### src/hdl/ebsa_pkg.sv
// Shared constants, codes and controller/datapath interface types for the slot allocator.
package ebsa_pkg;

    localparam int BLOCKS_DEF = 64;
    localparam int SLOTS_DEF  = 32;

    // payload field widths
    localparam int TGT_W   = 6;
    localparam int ST_W    = 2;
    localparam int GB_W    = 6;
    localparam int GS_W    = 5;
    localparam int IN_W    = 8;
    localparam int OUT_W   = 16;
    localparam int OUT_PAD = OUT_W - ST_W - GB_W - GS_W - 1;

    // request kinds
    localparam logic REQ_ALLOC  = 1'b0;
    localparam logic REQ_REMOVE = 1'b1;

    // result status codes
    localparam logic [ST_W-1:0] ST_OK        = 2'd0;
    localparam logic [ST_W-1:0] ST_EXHAUSTED = 2'd1;
    localparam logic [ST_W-1:0] ST_NOT_LIVE  = 2'd2;

    typedef struct packed {
        logic init_step;
        logic accept;
        logic alloc_open;
        logic alloc_fail;
        logic alloc_live_rd;
        logic alloc_inc;
        logic rm_reject;
        logic rm_dec;
        logic rm_ok;
        logic scan_start;
        logic scan_rd;
        logic scan_next;
        logic hit_rd;
        logic rm_free;
    } ebsa_cmd_t;

    typedef struct packed {
        logic init_last;
        logic open_needed;
        logic pool_empty;
        logic tgt_bad;
        logic live_zero;
        logic live_one;
        logic scan_end;
        logic hit;
        logic out_free;
    } ebsa_sts_t;

endpackage

### src/hdl/ebsa_dp.sv
// Allocator datapath: free stack, active list, live counts, counters and result register.
module ebsa_dp #(
    parameter int BLOCKS = ebsa_pkg::BLOCKS_DEF,
    parameter int SLOTS  = ebsa_pkg::SLOTS_DEF
) (
    input  logic                        aclk,
    input  logic                        aresetn,
    input  ebsa_pkg::ebsa_cmd_t         cmd,
    output ebsa_pkg::ebsa_sts_t         sts,
    input  logic [ebsa_pkg::TGT_W-1:0]  s_target,
    output logic                        m_tvalid,
    input  logic                        m_tready,
    output logic [ebsa_pkg::OUT_W-1:0]  m_tdata
);
    import ebsa_pkg::*;

    localparam int ID_W  = $clog2(BLOCKS);
    localparam int CNT_W = $clog2(BLOCKS + 1);
    localparam int U_W   = $clog2(SLOTS + 1);

    typedef struct packed {
        logic [ID_W-1:0] blk;
        logic [U_W-1:0]  used;
    } act_ent_t;

    // memories
    act_ent_t        act_mem  [BLOCKS];
    logic [ID_W-1:0] fs_mem   [BLOCKS];
    logic [U_W-1:0]  live_mem [BLOCKS];

    // registered read data
    act_ent_t        act_rd_reg;
    logic [ID_W-1:0] fs_rd_reg;
    logic [U_W-1:0]  live_rd_reg;

    // control registers
    logic [CNT_W-1:0] free_top_reg, free_top_next;
    logic [CNT_W-1:0] act_cnt_reg, act_cnt_next;
    logic [CNT_W-1:0] scan_idx_reg, scan_idx_next;
    logic [ID_W-1:0]  init_idx_reg, init_idx_next;
    logic [TGT_W-1:0] req_tgt_reg;
    logic             m_tvalid_reg, m_tvalid_next;

    // result payload
    logic [ST_W-1:0] status_reg, status_next;
    logic [GB_W-1:0] gblock_reg, gblock_next;
    logic [GS_W-1:0] gslot_reg, gslot_next;
    logic            freed_reg, freed_next;

    logic [ID_W-1:0] act_last, tgt_id;
    logic            push_ok, emit;

    logic            act_we, act_re, fs_we, live_we, live_re;
    logic [ID_W-1:0] act_wa, act_ra, fs_wa, fs_wd, fs_ra, live_wa, live_ra;
    act_ent_t        act_wd;
    logic [U_W-1:0]  live_wd;

    assign act_last = ID_W'(act_cnt_reg - CNT_W'(1));
    assign tgt_id   = ID_W'(req_tgt_reg);
    assign push_ok  = free_top_reg < CNT_W'(BLOCKS);
    assign emit     = cmd.alloc_open | cmd.alloc_fail | cmd.alloc_inc |
                      cmd.rm_reject | cmd.rm_ok | cmd.rm_free;

    // active list port
    always_comb begin
        act_we = cmd.alloc_open | cmd.alloc_inc | cmd.rm_free;
        act_re = cmd.accept | cmd.scan_rd | cmd.hit_rd;
        act_ra = cmd.scan_rd ? scan_idx_reg[ID_W-1:0] : act_last;
        priority if (cmd.alloc_open) begin
            act_wa = ID_W'(act_cnt_reg);
            act_wd = '{blk: fs_rd_reg, used: U_W'(1)};
        end else if (cmd.alloc_inc) begin
            act_wa = act_last;
            act_wd = '{blk: act_rd_reg.blk, used: act_rd_reg.used + U_W'(1)};
        end else begin
            // swap-and-pop: the last entry moves into the hit position
            act_wa = scan_idx_reg[ID_W-1:0];
            act_wd = act_rd_reg;
        end
    end

    always_ff @(posedge aclk) begin
        if (act_we) begin
            act_mem[act_wa] <= act_wd;
        end
        if (act_re) begin
            act_rd_reg <= act_mem[act_ra];
        end
    end

    // free stack port
    always_comb begin
        fs_we = cmd.init_step | (cmd.rm_free & push_ok);
        fs_wa = cmd.init_step ? init_idx_reg : ID_W'(free_top_reg);
        fs_wd = cmd.init_step ? init_idx_reg : tgt_id;
        fs_ra = ID_W'(free_top_reg - CNT_W'(1));
    end

    always_ff @(posedge aclk) begin
        if (fs_we) begin
            fs_mem[fs_wa] <= fs_wd;
        end
        if (cmd.accept) begin
            fs_rd_reg <= fs_mem[fs_ra];
        end
    end

    // live count port
    always_comb begin
        live_we = cmd.init_step | cmd.alloc_open | cmd.alloc_inc | cmd.rm_dec;
        live_re = cmd.accept | cmd.alloc_live_rd;
        live_ra = cmd.accept ? ID_W'(s_target) : act_rd_reg.blk;
        priority if (cmd.init_step) begin
            live_wa = init_idx_reg;
            live_wd = '0;
        end else if (cmd.alloc_open) begin
            live_wa = fs_rd_reg;
            live_wd = U_W'(1);
        end else if (cmd.alloc_inc) begin
            live_wa = act_rd_reg.blk;
            live_wd = live_rd_reg + U_W'(1);
        end else begin
            live_wa = tgt_id;
            live_wd = live_rd_reg - U_W'(1);
        end
    end

    always_ff @(posedge aclk) begin
        if (live_we) begin
            live_mem[live_wa] <= live_wd;
        end
        if (live_re) begin
            live_rd_reg <= live_mem[live_ra];
        end
    end

    // counters
    always_comb begin
        free_top_next = free_top_reg;
        act_cnt_next  = act_cnt_reg;
        scan_idx_next = scan_idx_reg;
        init_idx_next = init_idx_reg;
        if (cmd.init_step) begin
            init_idx_next = init_idx_reg + ID_W'(1);
        end
        if (cmd.alloc_open) begin
            free_top_next = free_top_reg - CNT_W'(1);
            act_cnt_next  = act_cnt_reg + CNT_W'(1);
        end
        if (cmd.rm_free) begin
            act_cnt_next = act_cnt_reg - CNT_W'(1);
            if (push_ok) begin
                free_top_next = free_top_reg + CNT_W'(1);
            end
        end
        if (cmd.scan_start) begin
            scan_idx_next = '0;
        end else if (cmd.scan_next) begin
            scan_idx_next = scan_idx_reg + CNT_W'(1);
        end
    end

    always_ff @(posedge aclk) begin
        if (!aresetn) begin
            free_top_reg <= CNT_W'(BLOCKS);
            act_cnt_reg  <= '0;
            scan_idx_reg <= '0;
            init_idx_reg <= '0;
        end else begin
            free_top_reg <= free_top_next;
            act_cnt_reg  <= act_cnt_next;
            scan_idx_reg <= scan_idx_next;
            init_idx_reg <= init_idx_next;
        end
    end

    always_ff @(posedge aclk) begin
        if (cmd.accept) begin
            req_tgt_reg <= s_target;
        end
    end

    // result register
    always_comb begin
        status_next = ST_OK;
        gblock_next = '0;
        gslot_next  = '0;
        freed_next  = 1'b0;
        if (cmd.alloc_open) begin
            gblock_next = GB_W'(fs_rd_reg);
        end
        if (cmd.alloc_inc) begin
            gblock_next = GB_W'(act_rd_reg.blk);
            gslot_next  = GS_W'(act_rd_reg.used);
        end
        if (cmd.alloc_fail) begin
            status_next = ST_EXHAUSTED;
        end
        if (cmd.rm_reject) begin
            status_next = ST_NOT_LIVE;
        end
        if (cmd.rm_free) begin
            freed_next = 1'b1;
        end
    end

    always_comb begin
        m_tvalid_next = m_tvalid_reg;
        if (emit) begin
            m_tvalid_next = 1'b1;
        end else if (m_tready) begin
            m_tvalid_next = 1'b0;
        end
    end

    always_ff @(posedge aclk) begin
        if (!aresetn) begin
            m_tvalid_reg <= 1'b0;
        end else begin
            m_tvalid_reg <= m_tvalid_next;
        end
    end

    always_ff @(posedge aclk) begin
        if (emit) begin
            status_reg <= status_next;
            gblock_reg <= gblock_next;
            gslot_reg  <= gslot_next;
            freed_reg  <= freed_next;
        end
    end

    assign m_tvalid = m_tvalid_reg;
    assign m_tdata  = {OUT_PAD'(0), freed_reg, gslot_reg, gblock_reg, status_reg};

    // status to the controller
    always_comb begin
        sts.init_last   = init_idx_reg == ID_W'(BLOCKS - 1);
        sts.open_needed = (act_cnt_reg == '0) || (32'(act_rd_reg.used) >= SLOTS);
        sts.pool_empty  = (free_top_reg == '0) || (act_cnt_reg >= CNT_W'(BLOCKS));
        sts.tgt_bad     = 32'(req_tgt_reg) >= BLOCKS;
        sts.live_zero   = live_rd_reg == '0;
        sts.live_one    = live_rd_reg == U_W'(1);
        sts.scan_end    = scan_idx_reg >= act_cnt_reg;
        sts.hit         = act_rd_reg.blk == tgt_id;
        sts.out_free    = !m_tvalid_reg || m_tready;
    end

endmodule

### src/hdl/ebsa_ctrl.sv
// Allocator controller: sequences init sweep, allocate, remove and active-list search.
module ebsa_ctrl (
    input  logic                aclk,
    input  logic                aresetn,
    input  logic                s_tvalid,
    input  logic                s_req,
    output logic                s_tready,
    output ebsa_pkg::ebsa_cmd_t cmd,
    input  ebsa_pkg::ebsa_sts_t sts
);
    import ebsa_pkg::*;

    localparam logic [2:0] ST_INIT   = 3'd0;
    localparam logic [2:0] ST_IDLE   = 3'd1;
    localparam logic [2:0] ST_A_RD   = 3'd2;
    localparam logic [2:0] ST_A_INC  = 3'd3;
    localparam logic [2:0] ST_R_CHK  = 3'd4;
    localparam logic [2:0] ST_S_RD   = 3'd5;
    localparam logic [2:0] ST_S_CMP  = 3'd6;
    localparam logic [2:0] ST_S_SWAP = 3'd7;

    logic [2:0] state_reg, state_next;

    always_comb begin
        cmd        = '0;
        s_tready   = 1'b0;
        state_next = state_reg;
        unique case (state_reg)
            ST_INIT: begin
                cmd.init_step = 1'b1;
                if (sts.init_last) begin
                    state_next = ST_IDLE;
                end
            end
            ST_IDLE: begin
                s_tready = 1'b1;
                if (s_tvalid) begin
                    cmd.accept = 1'b1;
                    state_next = (s_req == REQ_REMOVE) ? ST_R_CHK : ST_A_RD;
                end
            end
            ST_A_RD: begin
                if (!sts.open_needed) begin
                    cmd.alloc_live_rd = 1'b1;
                    state_next        = ST_A_INC;
                end else if (sts.out_free) begin
                    cmd.alloc_fail = sts.pool_empty;
                    cmd.alloc_open = !sts.pool_empty;
                    state_next     = ST_IDLE;
                end
            end
            ST_A_INC: begin
                if (sts.out_free) begin
                    cmd.alloc_inc = 1'b1;
                    state_next    = ST_IDLE;
                end
            end
            ST_R_CHK: begin
                if (sts.tgt_bad || sts.live_zero) begin
                    if (sts.out_free) begin
                        cmd.rm_reject = 1'b1;
                        state_next    = ST_IDLE;
                    end
                end else if (sts.live_one) begin
                    // last entity gone: find the block in the active list
                    cmd.rm_dec     = 1'b1;
                    cmd.scan_start = 1'b1;
                    state_next     = ST_S_RD;
                end else if (sts.out_free) begin
                    cmd.rm_dec = 1'b1;
                    cmd.rm_ok  = 1'b1;
                    state_next = ST_IDLE;
                end
            end
            ST_S_RD: begin
                if (sts.scan_end) begin
                    if (sts.out_free) begin
                        cmd.rm_ok  = 1'b1;
                        state_next = ST_IDLE;
                    end
                end else begin
                    cmd.scan_rd = 1'b1;
                    state_next  = ST_S_CMP;
                end
            end
            ST_S_CMP: begin
                if (sts.hit) begin
                    cmd.hit_rd = 1'b1;
                    state_next = ST_S_SWAP;
                end else begin
                    cmd.scan_next = 1'b1;
                    state_next    = ST_S_RD;
                end
            end
            ST_S_SWAP: begin
                if (sts.out_free) begin
                    cmd.rm_free = 1'b1;
                    state_next  = ST_IDLE;
                end
            end
        endcase
    end

    always_ff @(posedge aclk) begin
        if (!aresetn) begin
            state_reg <= ST_INIT;
        end else begin
            state_reg <= state_next;
        end
    end

endmodule

### src/hdl/entity_block_slot_allocator_top.sv
// Entity block slot allocator: a remove, or an allocate that opens a block, is decided in
// the state after the accept; an allocate into the last block first reads the block's live count,
// and a remove that frees a block first searches the active list for it, entry by entry.
// One request at a time; the next beat is taken the cycle after the result is registered,
// the rate being set by the registered reads of the list and count memories.
// After aresetn a sweep loads the free stack and clears live counts; tready low.
module entity_block_slot_allocator_top #(
    parameter int BLOCKS = ebsa_pkg::BLOCKS_DEF,
    parameter int SLOTS  = ebsa_pkg::SLOTS_DEF
) (
    input  logic                       aclk,
    input  logic                       aresetn,
    input  logic                       s_tvalid,
    output logic                       s_tready,
    input  logic [ebsa_pkg::IN_W-1:0]  s_tdata,  // [5:0] target_block
    input  logic [0:0]                 s_tuser,  // [0] req_type
    output logic                       m_tvalid,
    input  logic                       m_tready,
    output logic [ebsa_pkg::OUT_W-1:0] m_tdata   // [1:0] status, [7:2] granted_block,
                                                 // [12:8] granted_slot, [13] block_freed
);
    import ebsa_pkg::*;

    ebsa_cmd_t cmd;
    ebsa_sts_t sts;

    ebsa_ctrl u_ctrl (
        .aclk     (aclk),
        .aresetn  (aresetn),
        .s_tvalid (s_tvalid),
        .s_req    (s_tuser[0]),
        .s_tready (s_tready),
        .cmd      (cmd),
        .sts      (sts)
    );

    ebsa_dp #(
        .BLOCKS (BLOCKS),
        .SLOTS  (SLOTS)
    ) u_dp (
        .aclk     (aclk),
        .aresetn  (aresetn),
        .cmd      (cmd),
        .sts      (sts),
        .s_target (s_tdata[TGT_W-1:0]),
        .m_tvalid (m_tvalid),
        .m_tready (m_tready),
        .m_tdata  (m_tdata)
    );

endmodule

### config.mk
export PLATFORM = sky130hd
export DESIGN_NAME = entity_block_slot_allocator_top
export DESIGN_NICKNAME = d
export VERILOG_FILES = /design/src/hdl/ebsa_pkg.sv /design/src/hdl/ebsa_dp.sv /design/src/hdl/ebsa_ctrl.sv /design/src/hdl/entity_block_slot_allocator_top.sv
export SDC_FILE = /design/constraint.sdc
export NUM_CORES = 2
export LEC_CHECK = 0
export CORE_UTILIZATION = 60
export CTS_CLUSTER_DIAMETER = 60
export DETAILED_ROUTE_END_ITERATION = 16
export DONT_BUFFER_PORTS = 1
export PLACE_DENSITY = 0.76
export SLEW_MARGIN = 10
export SYNTH_ARGS = -nofsm -noshare
export SYNTH_HDL_FRONTEND = slang
export SYNTH_HIERARCHICAL = 1
export SYNTH_SLANG_ARGS = --single-unit
### constraint.sdc
create_clock -name aclk -period 8 [get_ports aclk]
set_input_delay 1.2 -clock aclk [delete_from_list [all_inputs] [get_ports aclk]]
set_output_delay 1.2 -clock aclk [all_outputs]
set_load 0.02 [all_outputs]
==> metrics.md <==
| Metric | Value |
|---|---|
| Status | `finished, final reports clean` |
| CP startpoint kind | `flop` |
| Peak Freq | `163 MHz` |
| Post-synth EDFFs | `1580` |
| Post-route DRC | `0` |
| Number of global-route vias before repair | `33500` |
| Pin count of the biggest net entering global routing | `97` |
| Slowest CP cell | `a21oi_4` |
| Die Wd | `331 microns` |
| Design area | `71600 sq um` |
| Biggest regs | `u_dp/act_mem (768), u_dp/fs_mem (384), u_dp/live_mem (384)` |
| Clk sinks | `1611` |
| Setup repair bufs after CTS | `0` |
| Setup crit end kind | `flop` |
| Crit path time final | `6150 ps` |
| Cts hold-fix bufs | `0` |
| Part of the cycle the worst path needs | `76.9%` |
| TritonRoute pass-1 iters | `8` |
| Top reg by flops | `u_dp/act_mem` |
| All-layer global routing usage | `26.9%` |
| Critical path fanouts, max | `19` |
| RSZ-0062 raised after global routing | `false` |
| Max FFs per register | `768` |
| Top_reg_cell synth | `edfxtp_1` |
| Post-Synthesis Cells | `3508` |
| Yosys cell types | `72` |
| R2r setup slk | `1850 ps` |
| Pwr Total | `16.5 mW` |
| Clock slew at reported path FFs | `60 ps` |
| Max cap viols | `0` |
| Share of cells above drive strength 1 | `20.0%` |
| Relative slew slack | `14.1%` |
| Final nets | `3561` |
| Initial Utilization | `60.6%` |
| Maximum root-to-sink buffer count | `3` |
| Worst-Margin Slew | `1280 ps` |
| Worst skew pair latency | `770 ps` |
| Ys async rst share | `0%` |
| Clk root buf | `clkbuf_16` |
| Total Neg Setup Slack | `0 ps` |
| Area after DPL | `66700 sq um` |
| Critical Path Most Common Cell | `a21o_1` |
| Top post-synthesis cells by area | `edfxtp_1 (73%), mux4_2 (12%), mux2i_1 (2.0%)` |
| CTS tree | `yes` |
| Routability congestion estimate | `0.922` |
| Cell type with the highest aggregate area in the netlist | `edfxtp_1` |
| Required @ worst endpoint | `8510 ps` |
| HPWL after DPL | `87000 microns` |
| Seq cells post-synth | `1611` |
| I/O Pins | `31` |
| Post_cts resized | `0` |
| Post-route ant nets | `0` |
| Crit-path cells | `inv_1, ha_1, nand2b_1, a21o_1, a21o_1, a21o_1, a21o_1, a21o_1, a21o_1, nor3_2, buf_4, nor2_1, a21oi_4, buf_4, mux4_2, a211oi_1, nor3_1, a22oi_1, o221ai_1` |
| Netlist Area Pre-Place | `65100 sq um` |
| Global-route wire length before repair | `218000 microns` |
| Synth warnings | `6` |
| # port buffers | `0` |
| Critical Path AT | `6670 ps` |
| DR WL/cell | `29.0 microns` |
| # rows | `120` |
| CTS HTree Levels | `4` |
| Pleak | `22.1 nW` |
| Vias per inst | `6.69` |
| Via count | `33800` |
| Core area | `107000 sq um` |
| Final Hold Fails | `0` |
| Worst path bufs/invs | `3` |
| Syn avg cell area | `18.5 sq um` |
| Drt initial violations | `4670` |
| Initial antenna violation count | `4` |
| Yosys top cell area share | `72.9%` |
| Worst clock skew | `36.2 ps` |
| Slew Viols, Final | `0` |
| Cell family with most CP delay | `compound AO/OA/AOI/OAI gates` |
| Total Routed Length | `146000 microns` |
| Hold Crit Class | `in2reg` |
| Die area | `110000 sq um` |
| Seq/Total Area, Yosys | `73.9%` |
| Pwr/cell area | `231 nW/um^2` |
| Final setup violation count | `0` |
| Critical path class | `reg2reg` |
| Area growth, synth to finish | `9.98%` |
| Worst vdd ir | `0.223 mV` |
| Max incr delay on CP | `900 ps` |
| DIE HEIGHT | `331 microns` |
| Fillcell total | `6588` |
| Inserted Clock Buffers | `155` |
| GRT overflow | `0` |
==> cell type report <==
type / instances / area [sq um] / area share [%]
timing repair buffer: 61 / 520 / 0.727
antenna: 4 / 10.0 / 0.0140
inverter: 41 / 154 / 0.215
clock inverter: 88 / 709 / 0.991
multi-input combinational: 1657 / 16200 / 22.7
clock buffer: 192 / 4120 / 5.76
tap: 1403 / 1760 / 2.45
sequential: 1611 / 48100 / 67.2
==> report_power, final <==
group | total [mW] | leakage, nW | switching (mW) | internal, mW
logic | 0.303 | 5.29 | 0.189 | 0.115
clock network | 7.02 | 2.39 | 3.04 | 3.98
registers | 9.19 | 14.4 | 0.0105 | 9.18
==> per-layer routing <==
layer / wire length (microns) / up-vias / GRT usage, % / share of wire (%)
met4: 4370 / 2 / 8.42 / 3.0
li1: - / 14200 / - / -
met2: 70100 / 1921 / 41.9 / 48
met5: 12 / - / 0 / 0.0082
met1: 56800 / 17400 / 38.6 / 39
met3: 15200 / 315 / 5.81 / 10
==> cell usage after synthesis, types with 29 or more instances <==
cell         n
dfxtp_1     31
buf_2       65
buf_4       29
nor3_1      31
nor2_1     260
nand3_1     63
o21ai_0     58
a21oi_1     86
mux4_2     354
a31oi_1     33
nand2_1    242
mux2i_1    132
clkbuf_1    78
inv_1       40
a211oi_1    53
edfxtp_1  1580
==> stage by stage <==
stage	hold WS, ps	setup slack, ps	utilization (%)	instances
2_1_floorplan	462	2090	-	3510
3_3_place_gp	483	2040	62.1	4773
3_5_place_dp	507	1990	62.1	4773
4_1_cts	479	1980	66.6	5053
5_1_grt	489	1520	66.6	5053
6_report	509	1850	66.7	5057
==> cell usage in the layout (no fill, tap or decap), types with 33 or more instances in the layout <==
cell type	n
nand3_1	62
nand2_1	242
a31oi_1	33
inv_1	40
o21ai_0	47
nor2_1	244
clkbuf_16	160
edfxtp_1	1580
mux2i_1	130
buf_4	56
clkinv_2	36
a211oi_1	53
a21oi_1	85
mux4_2	354
==> final timing paths <==
check,start,to,cells after the start
setup reg to reg,u_dp/scan_idx_reg[0],u_dp/act_rd_reg[11],19
hold / removal,aresetn,u_dp/free_top_reg[6],1
setup / recovery,u_dp/scan_idx_reg[0],u_dp/act_rd_reg[11],19
hold reg to reg,u_dp/init_idx_reg[0],u_dp/init_idx_reg[0],2
==> cells by family after synthesis <==
logic type | after synthesis | share of synthesized area (%)
AO/OA/AOI/OAI | 370 | 3.81
multiplexers | 503 | 14.6
flip-flops | 1611 | 73.9
adder cells (fa/ha/maj) | 21 | 0.404
buffers and inverters | 242 | 1.79
AND/OR/NAND/NOR | 722 | 5.01
other | 1 | 0.00576
XOR/XNOR | 38 | 0.512
Power figures use the tool's default switching activity.
